`config.mk`:
```
export PLATFORM = sky130hd
export DESIGN_NAME = imd_mul
export DESIGN_NICKNAME = d
export VERILOG_FILES = /design/src/sv/imd_pkg.sv /design/src/sv/imd_mul.sv
export SDC_FILE = /design/constraint.sdc
export NUM_CORES = 2
export LEC_CHECK = 0
export ABC_AREA = 1
export BUFFER_PORTS_ARGS = -buffer_cell sky130_fd_sc_hd__buf_2
export CAP_MARGIN = 5
export CORE_ASPECT_RATIO = 0.7
export CORE_MARGIN = 3
export CORE_UTILIZATION = 30
export DETAILED_ROUTE_END_ITERATION = 10
export GPL_ROUTABILITY_DRIVEN = 0
export SYNTH_ARGS = -nofsm -noshare
export SYNTH_HDL_FRONTEND = slang
export SYNTH_SLANG_ARGS = --single-unit
```
`constraint.sdc`:
```
create_clock -name clk_i -period 5.8 [get_ports clk_i]
set_input_delay 1.16 -clock clk_i [delete_from_list [all_inputs] [get_ports clk_i]]
set_output_delay 1.16 -clock clk_i [all_outputs]
set_load 0.05 [all_outputs]
```
`src/sv/imd_pkg.sv`:
```
package imd_pkg;

  localparam int unsigned Xlen = 32;
  localparam int unsigned CmdW = 3;

  typedef enum logic [CmdW-1:0] {
    CmdMul    = 3'd0,
    CmdMulh   = 3'd1,
    CmdMulhsu = 3'd2,
    CmdMulhu  = 3'd3,
    CmdDiv    = 3'd4,
    CmdDivu   = 3'd5,
    CmdRem    = 3'd6,
    CmdRemu   = 3'd7
  } cmd_e;

  // Sideband that travels down the divider pipeline with each word.
  typedef struct packed {
    logic            is_rem;
    logic            neg_q;
    logic            neg_r;
    logic            by_zero;
    logic [Xlen-1:0] dividend;
  } div_ctl_t;

endpackage

```
`src/sv/imd_mul.sv`:
```
// Signed 33x33 multiply from four partial products over three stages.
module imd_mul (
  input  logic                      clk_i,
  input  logic                      rst_ni,
  input  logic                      adv_i,
  input  logic                      sel_hi_i,
  input  logic signed [imd_pkg::Xlen:0] a_i,
  input  logic signed [imd_pkg::Xlen:0] b_i,
  output logic [imd_pkg::Xlen-1:0]  res_o
);
  localparam int unsigned W = imd_pkg::Xlen;
  localparam int unsigned PW = 2 * W + 2;

  logic signed [PW-1:0] pa_q, pb_q, pc_q, pd_q;
  logic signed [PW-1:0] sum_q;
  logic                 hi1_q, hi2_q;

  // Split a and b each into a low unsigned half and a high signed half.
  logic [W/2-1:0]          b_lo;
  logic signed [W/2:0]     b_hi;
  logic [W/2-1:0]          a_lo;
  logic signed [W/2:0]     a_hi;
  logic [W-1:0]            pa;
  logic signed [W+1:0]     pb, pc, pd;
  assign b_lo = b_i[W/2-1:0];
  assign b_hi = b_i[W:W/2];
  assign a_lo = a_i[W/2-1:0];
  assign a_hi = a_i[W:W/2];

  // Each partial product is formed at its full width before it is aligned.
  assign pa = a_lo * b_lo;
  assign pb = a_hi * $signed({1'b0, b_lo});
  assign pc = $signed({1'b0, a_lo}) * b_hi;
  assign pd = a_hi * b_hi;

  always_ff @(posedge clk_i or negedge rst_ni) begin
    if (!rst_ni) begin
      hi1_q <= 1'b0;
      hi2_q <= 1'b0;
    end else if (adv_i) begin
      hi1_q <= sel_hi_i;
      hi2_q <= hi1_q;
    end
  end

  always_ff @(posedge clk_i) begin
    if (adv_i) begin
      pa_q  <= PW'(pa);
      pb_q  <= PW'(pb) <<< (W/2);
      pc_q  <= PW'(pc) <<< (W/2);
      pd_q  <= PW'(pd) <<< W;
      sum_q <= pa_q + pb_q + pc_q + pd_q;
      res_o <= hi2_q ? sum_q[2*W-1:W] : sum_q[W-1:0];
    end
  end
endmodule

```
==> results.md <==
* Outcome: finished with violations
* Failing checks: setup timing
* CP bufs+invs at 8
* # port buffers at about 100
* Area share of the largest cell type after synthesis at 0.3768
* CP Launch Type: input pin
* DRC at 0
* Reg clk slew, reported paths at roughly 0.090 ns
* Die W at 512.0 µm
* Clk sink count at 230
* Crit path time final at 5.850 ns
* Largest net degree at the start of global routing at between 100 and 150
* Total global-route track usage at 0.1820
* Total Routed Length at 181.0 mm
* Seq/Total Area, Yosys at 0.1283
* CTS tree: done
* Syn_area_per_cell at a little under 8 µm²
* Slew HR at 0.2360
* Worst flop-to-flop path startpoint: pc_q[49]
* Die height at 360.2 µm
* Met2 routed WL at 70.93 mm
* First-pass GRT wire length at 265.1 mm
* Crit share post-route at 1.009
* Root buf cell: clkbuf_16
* Clock Skew at ~0.034 ns
* Place WS at -0.9048 ns
* Ports at between 100 and 150
* Number of synthesized flops with an enable pin at 228
* #FFs+latches synth at 230
* # fillers at between 15,000 and 20,000
* Starting Density at 0.3031
* Vias in the first global route at approximately 46,000
* Share of cells above drive strength 1 at 0.2164
* Via-to-Cell Ratio at roughly 4.7
* Final worst slack at -0.05039 ns
* Max cap viols at 0
* Synthesized area at ~0.054 mm²
* Critical path origin: a_i[32]
* Worst EP arrival at about 6.2 ns
* WP data required at just over 6 ns
* Top sig layer: met4
* Core box area at between 0.15 and 0.2 mm²
* H-tree depth at 1
* CP max stage cell: fa_2
* Routed vias at between 40,000 and 50,000
* Syn Nets at 8,342
* CTS Buf Count at 25
* Critical-path cell list: buf_12 > buf_12 > nand2_8 > inv_4 > fa_2 > buf_6 > fa_1 > fa_1 > fa_1 > fa_1 > inv_2 > fa_1 > inv_2 > ha_4 > nand2_4 > buf_12 > buf_6 > nor4_2 > nand2_1 > nand4_1 > nand2_2
* Max incr delay on CP at between 0.6 and 0.7 ns
* Most used cell, CP: fa_1
* Top cells by area, synth: fa_1 38%, inv_1 14%, nand2_1 13%, edfxtp_1 13%, ha_1 10%
* Post-synth top flop: edfxtp_1
* Final hold violations at 0
* Top delay family on crit path: adder cells
* TNS Setup at -0.09988 ns
* Critical path endpoint category: register
* Clk Latency, worst-skew pair at between 0.6 and 0.7 ns
* Worst Tran Pin Value at approximately 1.1 ns
* WL met1 at between 80 and 90 mm
* FP Rows at about 130
* GRT Residual Overflow at 0
* Cts hold-fix bufs at 0
* Final #Nets at approximately 9,000
* Synth warn at 0
* Unrepaired setup endpoints after global routing: true
* Post-synth top area cell: fa_1
* DR WL/cell at around 18 µm
* Fraction of registers with async set/reset at 0.008696
* Final non-filler cell total at ~9,900
* Fmax at around 170 MHz
* Drt first pass iters at 8
* Netlist cell types at 44
* Initial drt markers at 4,280
* Met3 wire length at ~23 mm
* Hpwl dp at about 140 mm
* Placed Cells at 9,685
* Cell count after synthesis at 6,812
* Detail Route Antenna Nets at 0
* Slew Limit Fails at 0
* Max Root-Sink Buffers at 3
* Crit path max fanout at 5
* Area grow syn2layout at 27.81%
* Kind of critical path: in -> reg
* Initial antenna violation count at 12
* # setup viols final at 4
* Die area at approximately 0.18 mm²
* HP Class: in -> async
[placed cells by master (no fill, tap or decap), drive strengths merged, types with 32 or more instances in the layout]
cell and n:
xnor2 32, nor3 33, ha 448, buf 873, xor2 87, nor2 257
a21oi 165, fa 1012, clkbuf 60, nand2 1934, nand4 44, inv 1971
nand3 171, edfxtp 228, o21ai 82
[flip-flops by register name, indices dropped and copies added (netlist names)]
| register | cells |
|---|---|
| sum_q | 64 |
| pb_q | 34 |
| pc_q | 34 |
| pa_q | 32 |
| pd_q | 32 |
| res_o | 32 |
| hi1_q | 1 |
| hi2_q | 1 |
[cells in the mapped netlist (all sizes together) (6+ instances only)]
library cell,count
nor2,257
nand4,44
edfxtp,228
clkbuf,267
nand2,1934
nand3,171
xnor2,32
nand3b,8
ha,448
inv,1967
o21ai,82
or2,17
nor4,6
xor2,87
nor3,33
o21bai,17
a21o,12
fa,1012
a21oi,165
[final cells by class]
class	instances	area (µm²)	area share
Clock inverter	19	267.8	0.003896
Sequential cell	230	6897	0.1004
Tap cell	2358	2950	0.04293
Timing Repair Buffer	906	8965	0.1304
Clock buffer	27	633.1	0.009212
Antenna cell	1	2.502	0.00003641
Multi-Input combinational cell	4344	41600	0.6053
Inverter	1968	7410	0.1078
[per-stage QoR]
step	area (µm²)	utilization	hold slack [ns]
finish	68720	0.3874	0.3612
global route	68720	0.3874	0.3296
CTS	64640	0.3644	0.3311
detailed placement	63410	0.3575	0.4093
global placement	63410	0.3575	0.4065
floorplan	56320	-	0.4003
[cells by family after synthesis]
logic type	Yosys count	share of synthesized area
adder cells (fa/ha/maj)	1460	0.4810
multiplexers	1	0.0002094
flip-flops	230	0.1283
AND/OR/NAND/NOR	2476	0.1850
buffers and inverters	2238	0.1563
AO/OA/AOI/OAI	288	0.02983
XOR/XNOR	119	0.01938
[worst register-to-register path, cell delays in order (launching register included)]
cell and delay, ns:
edfxtp_1 1.03, fa_1 0.59, ha_1 0.54, nand2_1 0.18, nor2_1 0.27, nand2_1 0.13, nor2_1 0.37, nand3_1 0.18
nand4_1 0.13, nand2_1 0.11
[worst paths after layout]
kind,end,slack [ns],cells after the start
worst max-delay path,pb_q[45],-0.05,21
worst min-delay path,hi1_q,0.36,1
worst max register to register,sum_q[54],2.02,9
worst min register to register,sum_q[0],0.42,0
max in group asynchronous,hi2_q,5.34,1
min in group clk_i,sum_q[0],0.42,0
[timing repair]
| action | 4_1_cts | 5_1_grt |
|---|---|---|
| cloned | 1 | 34 |
| endpoints found under the setup margin | 61 | 83 |
| gates resized for setup | 81 | 699 |
| setup buffers | 2 | 89 |
| pin swaps | 11 | 342 |
[layer usage]
layer,vias to the layer above,global-route usage
li1,20970,-
met5,-,0
met4,0,0.01854
met2,1997,0.2632
met3,146,0.04202
met1,22710,0.2821
Power is not shown: default switching activity piles up to over one toggle a cycle in this logic, so the estimate is an artifact.
